==> src/rtl/core/dhwm_pkg.sv <==
`default_nettype none

package dhwm_pkg;

	// table size limits
	localparam int unsigned DEFAULT_TABLE_DEPTH = 64;
	localparam int unsigned MAX_TABLE_DEPTH     = 64;

	// fixed field widths
	localparam int unsigned LAYER_W     = 8;
	localparam int unsigned TIME_W      = 32;
	localparam int unsigned POS_W       = 16;
	localparam int unsigned ENERGY_W    = 32;
	localparam int unsigned KIND_W      = 3;
	localparam int unsigned ENTRY_IDX_W = 6;

	// configuration port
	localparam int unsigned CFG_IDX_W  = 2;
	localparam int unsigned CFG_DATA_W = 32;
	localparam logic [CFG_IDX_W-1:0] CFG_TIME_WINDOW = 2'd0;
	localparam logic [CFG_IDX_W-1:0] CFG_POS_WINDOW  = 2'd1;

	localparam logic [TIME_W-1:0] TIME_WINDOW_RESET = 32'd5000;
	localparam logic [POS_W-1:0]  POS_WINDOW_RESET  = 16'd200;

	// input opcodes
	localparam logic OP_DEPOSIT = 1'b0;
	localparam logic OP_END     = 1'b1;

	// result kinds
	localparam logic [KIND_W-1:0] KIND_MERGED = 3'd0;
	localparam logic [KIND_W-1:0] KIND_NEW    = 3'd1;
	localparam logic [KIND_W-1:0] KIND_FULL   = 3'd2;
	localparam logic [KIND_W-1:0] KIND_DUMP   = 3'd3;
	localparam logic [KIND_W-1:0] KIND_EMPTY  = 3'd4;

	typedef struct packed {
		logic                       opcode;
		logic [LAYER_W-1:0]         layer;
		logic [TIME_W-1:0]          step_time;
		logic signed [POS_W-1:0]    step_x;
		logic signed [POS_W-1:0]    step_z;
		logic [ENERGY_W-1:0]        energy_ev;
	} in_word_t;

	typedef struct packed {
		logic [KIND_W-1:0]          result_kind;
		logic [ENTRY_IDX_W-1:0]     entry_index;
		logic [LAYER_W-1:0]         hit_layer;
		logic [TIME_W-1:0]          hit_time;
		logic signed [POS_W-1:0]    hit_x;
		logic signed [POS_W-1:0]    hit_z;
		logic [ENERGY_W-1:0]        hit_energy;
		logic                       last;
	} out_word_t;

	// one stored hit
	typedef struct packed {
		logic [LAYER_W-1:0]         layer;
		logic [TIME_W-1:0]          tstamp;
		logic [POS_W-1:0]           x;
		logic [POS_W-1:0]           z;
		logic [ENERGY_W-1:0]        energy;
	} entry_t;

	typedef enum logic [2:0] {
		S_IDLE,
		S_SCAN,
		S_MERGE,
		S_APPEND,
		S_EMPTY,
		S_DUMP_RD,
		S_DUMP_WR
	} state_t;

	// controller -> datapath
	typedef struct packed {
		logic capture;
		logic scan_step;
		logic merge_load;
		logic append_load;
		logic drop_load;
		logic empty_load;
		logic dump_load;
	} cmd_t;

	// datapath -> controller
	typedef struct packed {
		logic in_end;
		logic cnt_zero;
		logic scan_hit;
		logic scan_done;
		logic table_full;
		logic dump_last;
		logic out_free;
	} status_t;

endpackage

`default_nettype wire

==> src/rtl/core/dhwm_ctrl.sv <==
`default_nettype none

module dhwm_ctrl import dhwm_pkg::*; (
	input  wire logic    clk,
	input  wire logic    arst_n,
	input  wire logic    in_valid,
	output logic         in_ready,
	input  wire status_t status,
	output cmd_t         cmd
);

	state_t state_q, state_d;

	always_ff @(posedge clk or negedge arst_n) begin
		if (!arst_n) begin
			state_q <= S_IDLE;
		end else begin
			state_q <= state_d;
		end
	end

	always_comb begin
		state_d  = state_q;
		cmd      = '0;
		in_ready = 1'b0;
		unique case (state_q)
			S_IDLE: begin
				in_ready = 1'b1;
				if (in_valid) begin
					cmd.capture = 1'b1;
					if (status.in_end) begin
						state_d = status.cnt_zero ? S_EMPTY : S_DUMP_RD;
					end else begin
						state_d = S_SCAN;
					end
				end
			end
			S_SCAN: begin
				cmd.scan_step = 1'b1;
				if (status.scan_hit) begin
					state_d = S_MERGE;
				end else if (status.scan_done) begin
					state_d = S_APPEND;
				end
			end
			S_MERGE: begin
				if (status.out_free) begin
					cmd.merge_load = 1'b1;
					state_d        = S_IDLE;
				end
			end
			S_APPEND: begin
				if (status.out_free) begin
					cmd.drop_load   = status.table_full;
					cmd.append_load = !status.table_full;
					state_d         = S_IDLE;
				end
			end
			S_EMPTY: begin
				if (status.out_free) begin
					cmd.empty_load = 1'b1;
					state_d        = S_IDLE;
				end
			end
			S_DUMP_RD: begin
				// read data lands in the register next cycle
				state_d = S_DUMP_WR;
			end
			S_DUMP_WR: begin
				if (status.out_free) begin
					cmd.dump_load = 1'b1;
					state_d       = status.dump_last ? S_IDLE : S_DUMP_RD;
				end
			end
			default: begin
				state_d = S_IDLE;
			end
		endcase
	end

`ifndef SYNTHESIS
	a_accept_leaves_idle: assert property (@(posedge clk) disable iff (!arst_n)
		(in_valid && in_ready) |=> (state_q != S_IDLE))
		else $error("accepted word did not start processing");

	a_one_load: assert property (@(posedge clk) disable iff (!arst_n)
		$countones({cmd.merge_load, cmd.append_load, cmd.drop_load,
			cmd.empty_load, cmd.dump_load}) <= 1)
		else $error("more than one result load in a cycle");

	a_load_needs_room: assert property (@(posedge clk) disable iff (!arst_n)
		(cmd.merge_load || cmd.append_load || cmd.drop_load || cmd.empty_load ||
			cmd.dump_load) |-> status.out_free)
		else $error("result loaded while output register busy");
`endif

endmodule

`default_nettype wire

==> config.mk <==
export PLATFORM = sky130hd
export DESIGN_NAME = dhwm_ctrl
export DESIGN_NICKNAME = d
export VERILOG_FILES = /design/src/rtl/core/dhwm_pkg.sv /design/src/rtl/core/dhwm_ctrl.sv
export SDC_FILE = /design/constraint.sdc
export NUM_CORES = 1
export LEC_CHECK = 0
export BUFFER_PORTS_ARGS = -buffer_cell sky130_fd_sc_hd__clkbuf_2
export CORE_AREA = 2 2 39 41
export DETAILED_ROUTE_END_ITERATION = 16
export DIE_AREA = 0 0 41 43
export PLACE_DENSITY = 0.47
export REMOVE_ABC_BUFFERS = 1
export SLEW_MARGIN = 0
export SYNTH_ARGS = -nofsm -noshare
export SYNTH_HDL_FRONTEND = slang
export SYNTH_SLANG_ARGS = --single-unit
==> constraint.sdc <==
create_clock -name clk -period 1.7 [get_ports clk]
set_input_delay 0.17 -clock clk [delete_from_list [all_inputs] [get_ports clk]]
set_output_delay 0.17 -clock clk [all_outputs]
set_load 0.005 [all_outputs]
Yosys cells after proc, flatten, opt, wreduce, memory -nomap -nowiden
Cells that the tools add are included.

Equal/unequal tests: 10. Multiplexer cells: 19. Reduce and logical (&&, ||, !) cells: 4.

Operators by type and width (number): two-way mux 3 bit (7); one-hot mux 3 bit (5 select lines) (1); == test 3 bit, second input constant (3); two-way mux 1 bit (9); == test 3 x 2 -> 1 bit, second input constant (2); two-way mux 2 bit (2); inequality test 2 bit, second input constant (2); AND reduction 4 bit (1); == test 3 x 1 -> 1 bit, second input constant (1); zero test 3 bit (1); inequality test 3 bit, second input constant (1); OR reduction 3 bit (1); inequality test 2 x 1 -> 1 bit, second input constant (1); zero test 1 bit (1).

Flip-flop bits (word level): 3. Bits of input ports: 10.

Longest topological paths before layout
Gate-level depths: netlist (run 1).

Depth in word-level cells: 4. Depth in mapped cells: 4. Depth with buffers taken out: 3.

Worst setup path after synthesis (run 1)
No wires, ideal clock.

Kind: reg-to-reg. Start: register state_q[1]. End: register state_q[0]. Library setup time: 0.125 ns. Arrival time: 1.332 ns. Data required time: 1.575 ns. Path slack: 0.243 ns. Stages on the path, launching flop included: 4. Period minus slack after synthesis: 1.457 ns. Cell sequence: dfrtp_1 -> or4_4 -> o211ai_2 -> mux2_4.

Longest elaborated chain between the ends: 4. Elaborated cells on any way between the ends: 14. Classes of those cells: 10 x eq/ne; 1 x mux; 3 x reduce/logical.

RTL lines: start, declared (RTL line dhwm_ctrl.sv:12) `state_t state_q, state_d;`; start signal, assigned (RTL line dhwm_ctrl.sv:18) `state_q <= state_d;`; == test 3 bit or == test 3 x 2 -> 1 bit (tied branches) (RTL line dhwm_ctrl.sv:26) `unique case (state_q)`; OR reduction 3 bit (no line); inequality test 2 x 1 -> 1 bit (no line); AND reduction 4 bit (no line).

Several ways; a longest one is shown, not always the timed one. A chain may end at the register's enable or synchronous reset.

==> impl_results.md, run 1 <==
- Run status: finished clean
- M2 GR Usage: around 16%
- Final core occ: around a third
- R2R depth: 3
- Num ports: 18
- # rows: 14
- Nets: 70
- Worst vdd ir: between 400 and 500 uV
- Max Cap Viol: 0
- Die Span X: 41 um
- Vias per cell: between 4 and 5
- Share of layout cells above drive strength 1: between 50% and 60%
- Worst Setup Start Kind: flop
- Largest regs: state_q (3)
- Commonest non-fill, non-tap cell in the layout: clkbuf_2
- Post-Synthesis Cells: 35
- Library cells used by synthesis: 23
- GRT met3 Usage: 4.712%
- Total power: 716.0 uW
- Async set-or-reset flop fraction in the synthesized netlist: 100.0%
- Reg2Reg Setup Slack: around 0.2 ns
- Worst r2r src: state_q[1]
- Core box area: about 1400 um^2
- DR vias: 355
- Max frequency: 658.3 MHz
- Sequential cell area: between 70 and 80 um^2
- Worst EP required: between 1.5 and 2 ns
- Cts repair resizes: 0
- Top reg by flops: state_q
- Multi-input combinational cell area: approximately 220 um^2
- First-pass GRT wire length: 1.462 mm
- Crit-path max FO: 6
- CTS tree: yes
- RSZ-0062 raised after global routing: no
- # fillers: 162
- Worst Tran Pin Value: 0.3094 ns
- Syn_area_per_cell: just over 9 um^2
- Critical setup path kind: reg2out
- Number of DRC markers in iteration 0: 2
- Worst Setup End Kind: primary output
- IO Port Bufs: 17
- # H-tree levels: 1
- Critical path destination: cmd[1]
- Top Usage Layer GRT: met1
- Worst hold margin: roughly 0.27 ns
- ANT nets after route: 0
- Worst-Skew Late Latency: between 0.2 and 0.25 ns
- Met1 Usage GRT: between 10% and 20%
- Leakage power: 0.2345 nW
- Post-layout min period: approximately 1.5 ns
- Max reg flops: 3
- Syn. warnings: 0
- GP Congestion: between 0.7 and 0.8
- Routed wire per std cell: around 11 um
- Fin. max-slew vios: 0
- Initial antenna violation count: 0
- Sequential area share after synthesis: a little under a quarter
- Rel. slew slack: roughly four fifths
- Commonest non-fill, non-tap cells in the layout: 17 x clkbuf_2, 5 x buf_4, 3 x nor2_1, 3 x clkbuf_4, 3 x dfrtp_1
- Mapped Area: between 300 and 400 um^2
- Number of flops mapped to enable cells by yosys: 0
- Worst r2r dst: state_q[0]
- Clk slew on worst S/H paths: approximately 0.040 ns
- Gr usage total: ~13%
- Final WL: between 800 and 900 um
- TritonRoute pass-1 iters: 3
- Clk Tree Root Cell: clkbuf_4
- Clock Skews: between 0.002 and 0.0025 ns
- Ant diodes: 0
- Placed insts: 70
- Die height: between 40 and 50 um
- Total die area: 1763 um^2
- HPWL Detailed: 664.2 um
- Worst Setup SP: state_q[0]
- CTS buffer count: 3
- Pwr dens: 1510 nW/um^2
- Ys flop type: dfrtp_1
- Sinks on Clock Net: 3
- Final period util: around nine tenths
- Final Hold Viols: 0
- Worst path arrival time: 1.35 ns
- FF+latch count, synth: 3
- Setup violators final: 0
- Initial core utilization: a little under a quarter
- DRC Markers: 0
- Setup TNS Final: 0 ns
- Post-Layout Cell Count: 75
- Area Overhead vs Synth: 49.21%
- GRT overflow: 0
- CTS Buffer Depth: 2
- Hold Crit Class: in2async
- Number of global-route vias before repair: ~350
- Largest net degree at the start of global routing: 13
==> worst max-delay path: stages (launching register included) <==
cell and delay, ns:
dfrtp_1 0.38, buf_4 0.16, nand2b_1 0.21, nor3b_1 0.23, clkbuf_2 0.14
==> layout make-up <==
cell class                      instances  share of cell area, %
Tap cell                               16                  4.222
Timing Repair Buffer                   23                  27.97
Multi-Input combinational cell         29                  46.44
Clock buffer                            4                  5.541
Sequential cell                         3                  15.83
==> how the worst min path moves through the flow <==
stage | startpoint | end | slack [ns] | cells after the start
global placement | arst_n | state_q[0] | -0.03 | 1
floorplan | arst_n | state_q[0] | -0.13 | 0
global route | arst_n | state_q[1] | 0.27 | 2
CTS | arst_n | state_q[1] | 0.27 | 2
detailed placement | arst_n | state_q[0] | -0.03 | 1
finish | arst_n | state_q[1] | 0.27 | 2
==> what timing repair did <==
item | CTS | global route
hold buffers | 1 | 0
endpoints found under the hold margin | 3 | 0
buffers inserted | 0 | 0
==> per-layer routing <==
metal | share of wire [%] | routed length, um | vias up
li1 | - | - | 180
met1 | 50 | 404 | 161
met3 | 5.7 | 46 | 0
met5 | 0 | 0 | -
met2 | 44 | 350 | 14
met4 | 0 | 0 | 0
==> cells in the mapped netlist, types with 2 or more instances <==
cell type | number | area share (%)
a21oi_1 | 2 | 3.1
dfrtp_1 | 3 | 24
nand2_1 | 2 | 2.4
nor2_1 | 3 | 3.5
nor3b_1 | 2 | 4.7
nor3_1 | 2 | 3.1
buf_4 | 3 | 7.1
nand2b_1 | 2 | 3.9
nor4b_1 | 2 | 5.5
==> kinds of logic after synthesis <==
kind of cell    share of synthesized area [%]
flops                                   23.62
mux                                     4.723
compound gates                          21.26
buf+inv                                 7.086
simple gates                            43.31
==> power breakdown <==
group	leakage (nW)	switching, mW	total, mW	internal [mW]
registers	0.0382	0.0244	0.128	0.103
clock network	0.0150	0.0351	0.123	0.0879
logic	0.181	0.206	0.465	0.260
total	0.234	0.265	0.716	0.451
==> stage by stage <==
step	setup slack (ns)	cell area, um^2
2_1_floorplan	0.1313	295.3
3_3_place_gp	0.2315	437.9
3_5_place_dp	0.2111	437.9
4_1_cts	0.1509	474.2
5_1_grt	0.07759	474.2
6_report	0.1810	474.2
Power figures use the tool's default switching activity.
==> run 2, diff against run 1 <==
--- a/config.mk
+++ b/config.mk
@@ -9,7 +9,7 @@
 export CORE_AREA = 2 2 39 41
 export DETAILED_ROUTE_END_ITERATION = 16
 export DIE_AREA = 0 0 41 43
-export PLACE_DENSITY = 0.47
+export PLACE_DENSITY = 0.55
 export REMOVE_ABC_BUFFERS = 1
 export SLEW_MARGIN = 0
 export SYNTH_ARGS = -nofsm -noshare
==> run 2 against run 1 <==
Compared with the run above:
- maximum frequency decreased by 0.75%
- first-iteration DRC count rose to 3.5 times the previous value
- hold slack improved by 0.0044 ns
- register-to-register slack got worse by 0.03 ns
- design area decreased by 3.2%
- count of clock-buffer cells in the layout unchanged
- global-route usage fell by 2.5 points
- routed wire length shrank 6.5%
- sequential cell count is the same
- critical path depth decreased by 1
- core utilization is 1.1 points lower
- highest routed layer is now met4
- final cell count shrank 2.7%
==> impl_results.md, run 2 (synthesized netlist as in run 1, its figures left out) <==
- Run status: finished clean
- Max frequency: ~650 MHz
- Switching power: ~260 uW
- R2R depth: 3
- Post-layout min period: between 1.5 and 2 ns
- Slowest CP cell: or4_4
- Setup bufs post-CTS: 0
- Core box area: approximately 1400 um^2
- RSZ-0062 raised after global routing: no
- Setup TNS Final: 0 ns
- GP Congestion: 0.6985
- Pwr dens: between 1000 and 1500 nW/um^2
- Gr usage total: 10.15%
- Largest regs: state_q (3)
- Num ports: 18
- Fin. max-slew vios: 0
- Final Hold Viols: 0
- Commonest non-fill, non-tap cell in the layout: clkbuf_2
- Switch share: about two fifths
- GRT overflow: 0
- Share of layout cells above drive strength 1: between 40% and 50%
- Placed Area: about 420 um^2
- Placed insts: 68
- ANT nets after route: 0
- Combinational share of power: slightly above 60%
- Clk Tree Root Cell: clkbuf_4
- Commonest non-fill, non-tap cells in the layout: 17 x clkbuf_2, 3 x nor2_1, 3 x clkbuf_4, 3 x buf_4, 3 x dfrtp_1
- Clk slew on worst S/H paths: 0.04 ns
- First-pass GRT wire length: 1.166 mm
- Setup violators final: 0
- Slowest cell delay on critical path: roughly 0.55 ns
- HPWL Detailed: ~610 um
- Clock Skews: around 0.0031 ns
- Clock power frac: a little under a fifth
- Finished Cell Area: roughly 460 um^2
- Worst vdd ir: approximately 410 uV
- Area Overhead vs Synth: 44.49%
- Leakage power: ~0.22 nW
- # fillers: about 140
- TritonRoute pass-1 iters: 4
- Final period util: between 90% and 100%
- CTS buffer count: 3
- Post-Layout Cell Count: 73
- Die height: 43 um
- Worst-Skew Late Latency: 0.23 ns
- Worst Setup Start Kind: flop
- Crit-path max FO: 7
- Worst Setup End Kind: flop
- Final WL: 750 um
- IO Port Bufs: 17
- Power share of the sequential group: 21.1%
- Critical setup path kind: reg2reg
- Initial antenna violation count: 0
- Top reg by flops: state_q
- Worst hold margin: 0.2711 ns
- Vias per cell: ~4.9
- Max Cap Viol: 0
- Worst path arrival time: about 1.7 ns
- Rel. slew slack: around three quarters
- Largest net degree at the start of global routing: 11
- Number of DRC markers in iteration 0: 7
- Initial core utilization: a little under a quarter
- DRC Markers: 0
- Number of global-route vias before repair: between 300 and 400
- Worst Tran Pin Value: 0.3485 ns
- DR vias: 361
- # H-tree levels: 1
- Worst EP required: ~1.8 ns
- Total die area: 1763 um^2
- Cell Chain, Critical Path: or4_4, o211ai_2, mux2_4
- Sinks on Clock Net: 3
- Ant diodes: 0
- CTS tree: yes
- Internal power: roughly 420 uW
- CTS Buffer Depth: 2
- Die Span X: ~40 um
- # rows: 14
- Routed wire per std cell: 10.27 um
- Max reg flops: 3
- Hold Crit Class: in2async
- Nets: 68
[run 2: changes by cell type in the layout (fill, tap and decap cells not counted), sizes merged]
cell / before / now
buf: 5 / 3
[run 2: final timing paths]
check,startpoint,endpoint,slack (ns)
min in group clk,status[3],state_q[1],0.28
max,state_q[1],state_q[0],0.17
min reg2reg,state_q[1],state_q[1],0.75
max reg2reg,state_q[1],state_q[0],0.17
max in group asynchronous,arst_n,state_q[1],1.31
min,arst_n,state_q[2],0.27
[run 2: power groups by stage]
stage	logic [mW]	clock network, mW	registers [mW]
finish	0.415	0.125	0.145
floorplan	0.237	0	0.173
global route	0.460	0.133	0.152
CTS	0.417	0.127	0.144
detailed placement	0.414	0	0.144
global placement	0.417	0	0.144
[run 2: repair_timing]
item / in CTS / in global routing
endpoints found under the hold margin: 3 / 0
setup endpoints to repair: 0 / 0
resized for setup: 0 / 0
hold buffers: 1 / 0
[run 2: critical path: cells and delay by family (launching register included)]
kind             cells  cell delay (ns)
multiplexers         1             0.32
AO/OA/AOI/OAI        1             0.12
AND/OR/NAND/NOR      1             0.55
flip-flops           1             0.42
[run 2: area by class of cell]
type | count | area [um^2] | share of cell area (%)
Sequential cell | 3 | 75.07 | 16.35
Clock buffer | 4 | 26.28 | 5.722
Timing Repair Buffer | 21 | 117.6 | 25.61
Multi-Input combinational cell | 29 | 220.2 | 47.96
Tap cell | 16 | 20.02 | 4.360
[run 2: per-layer routing]
metal  wire, um  vias to the layer above  GRT usage [%]
li1           -                      180              -
met1        317                      163          11.29
met2        338                       15          15.00
met3         78                        3          3.141
met4         15                        0          8.000
met5          0                        -              0
[run 2: metrics by stage]
step	utilization, %	power, mW	worst slack [ns]
2_1_floorplan	-	0.4100	0.1313
3_3_place_gp	30.56	0.5607	0.1856
3_5_place_dp	30.56	0.5579	0.1720
4_1_cts	33.18	0.6882	0.1704
5_1_grt	33.18	0.7437	0.06764
6_report	33.18	0.6841	0.1695
==> run 3, diff against run 2 <==
--- a/config.mk
+++ b/config.mk
@@ -5,11 +5,11 @@
 export SDC_FILE = /design/constraint.sdc
 export NUM_CORES = 1
 export LEC_CHECK = 0
-export BUFFER_PORTS_ARGS = -buffer_cell sky130_fd_sc_hd__clkbuf_2
 export CORE_AREA = 2 2 39 41
 export DETAILED_ROUTE_END_ITERATION = 16
 export DIE_AREA = 0 0 41 43
-export PLACE_DENSITY = 0.55
+export DONT_BUFFER_PORTS = 1
+export PLACE_DENSITY = 0.43
 export REMOVE_ABC_BUFFERS = 1
 export SLEW_MARGIN = 0
 export SYNTH_ARGS = -nofsm -noshare
==> run 3 against run 2 <==
Compared with the run above:
- final cell count shrank 23%
- register-to-register slack is essentially flat
- sequential power shrank 8%
- sequential cell count is the same
- die area is the same
- core utilization shrank 6.1 points
- setup slack lost 0.0060 ns
- first-iteration DRC count shrank 71%
- largest power group unchanged
- largest cell class unchanged
- global-route usage grew 0.22 points
==> impl_results.md, run 3 (synthesized netlist as in run 1, its figures left out) <==
- Ant diodes: 0
- Post-layout min period: approximately 1.5 ns
- Hold Startpoint: status[3]
- Setup TNS Final: 0 ns
- Nets: 51
- Switch share: just under 40%
- Largest net degree at the start of global routing: 14
- Leakage power: about 0.15 nW
- Number of global-route vias before repair: between 200 and 300
- # rows: 14
- CTS Buffer Depth: 2
- Clk slew on worst S/H paths: approximately 0.040 ns
- Max frequency: ~650 MHz
- IO Port Bufs: 0
- Die Span X: ~41 um
- Worst Tran Pin Value: 0.3438 ns
- GP Congestion: 0.7667
- Die height: about 43 um
- Critical setup path kind: reg2reg
- Final period util: 90.38%
- Worst r2r src: state_q[1]
- Gr usage total: between 10% and 20%
- Worst EP required: 1.81 ns
- Pwr dens: between 1500 and 2000 nW/um^2
- Max Cap Viol: 0
- Post-route setup slack: ~0.16 ns
- Routed wire per std cell: between 10 and 15 um
- First-pass GRT wire length: 1.221 mm
- Internal power: 388.2 uW
- DRC Markers: 0
- CTS tree: yes
- Worst r2r dst: state_q[0]
- Worst vdd ir: a little under 600 uV
- Clk Tree Root Cell: clkbuf_4
- Largest regs: state_q (3)
- Worst Setup End Kind: flop
- Max reg flops: 3
- RSZ-0062 raised after global routing: no
- Setup violators final: 0
- Total die area: approximately 1800 um^2
- Commonest non-fill, non-tap cells in the layout: 3 x nor2_1, 3 x clkbuf_4, 3 x buf_4, 3 x dfrtp_1
- Combinational share of power: approximately 59%
- GRT overflow: 0
- DR vias: between 200 and 300
- Worst path arrival time: between 1.5 and 2 ns
- Reg2Reg Setup Slack: between 0.15 and 0.2 ns
- Crit-path max FO: 5
- Hold Path Depth: 3
- Number of DRC markers in iteration 0: 2
- Area Overhead vs Synth: 17.72%
- Top reg by flops: state_q
- Initial core utilization: 22.97%
- Sinks on Clock Net: 3
- Share of layout cells above drive strength 1: 27.50%
- Core box area: 1384 um^2
- Clock power frac: 19.8%
- Setup bufs post-CTS: 0
- R2R depth: 3
- Final Hold Viols: 0
- Rel. slew slack: 76.76%
- Fin. max-slew vios: 0
- Final WL: between 700 and 800 um
- Initial antenna violation count: 0
- CTS buffer count: 3
- HPWL Detailed: approximately 560 um
- Vias per cell: 5.304
- ANT nets after route: 0
- Num ports: 18
- Worst Setup Start Kind: flop
- TritonRoute pass-1 iters: 2
- Run status: finished clean
- DP Worst Slack: around 0.18 ns
- Switching power: ~250 uW
- Worst-Skew Late Latency: 0.23 ns
- # H-tree levels: 1
- Clock Skews: between 0.008 and 0.009 ns
- Power share of the sequential group: roughly a fifth
- Hold endpoint: state_q[1]
- Hold Crit Class: in2reg
run 3: cell count changes in the layout (fill, tap and decap cells not counted):
cell      before  now
clkbuf_2      17    0
run 3: timing repair:
action,in CTS,in global routing
resized for setup,0,0
hold endpoints to repair,3,0
hold buffers,1,0
run 3: metal layers:
| metal | routed length, um | GRT usage [%] | vias up | part of all wire [%] |
|---|---|---|---|---|
| met5 | 0 | 0 | - | 0 |
| met4 | 0 | 4.000 | 0 | 0 |
| met3 | 90 | 6.283 | 0 | 13 |
| met2 | 309 | 12.50 | 15 | 43 |
| met1 | 320 | 14.61 | 137 | 45 |
| li1 | - | - | 145 | - |
run 3: layout make-up:
class	instances	area, um^2
well taps	16	20.02
multi-input cells	29	220.2
fillers	155	1010
flip-flops and latches	3	75.07
repair buffers	4	32.53
clock buffers	4	26.28
run 3: power groups by stage:
stage	registers (mW)	clock network (mW)	logic, mW
final	0.133	0.125	0.375
after global routing	0.139	0.138	0.426
after CTS	0.134	0.131	0.383
after detailed placement	0.134	0	0.378
after global placement	0.132	0	0.377
after floorplan	0.173	0	0.237
run 3: metrics by stage:
stage | power, mW | hold slack (ns) | util [%] | cell area, um^2 | cells
after floorplan | 0.4100 | -0.1256 | - | 295.3 | 32
after global placement | 0.5096 | -0.1255 | 24.41 | 337.8 | 51
after detailed placement | 0.5122 | -0.1255 | 24.41 | 337.8 | 51
after CTS | 0.6484 | 0.1807 | 27.03 | 374.1 | 56
after global routing | 0.7027 | 0.1865 | 27.03 | 374.1 | 56
final | 0.6337 | 0.1775 | 27.03 | 374.1 | 56
run 3: worst max path at each step:
stage | end | cells past startpoint | start | slack (ns)
global placement | state_q[0] | 3 | state_q[1] | 0.22
CTS | state_q[0] | 3 | state_q[1] | 0.16
finish | state_q[0] | 3 | state_q[1] | 0.16
global route | state_q[0] | 3 | state_q[1] | 0.10
detailed placement | state_q[0] | 3 | state_q[1] | 0.18
floorplan | state_q[0] | 3 | state_q[1] | 0.13
run 3: critical path: stages, from the launching register on:
cell	delay, ns
dfrtp_1	0.41
or4_4	0.55
o211ai_2	0.13
mux2_4	0.32
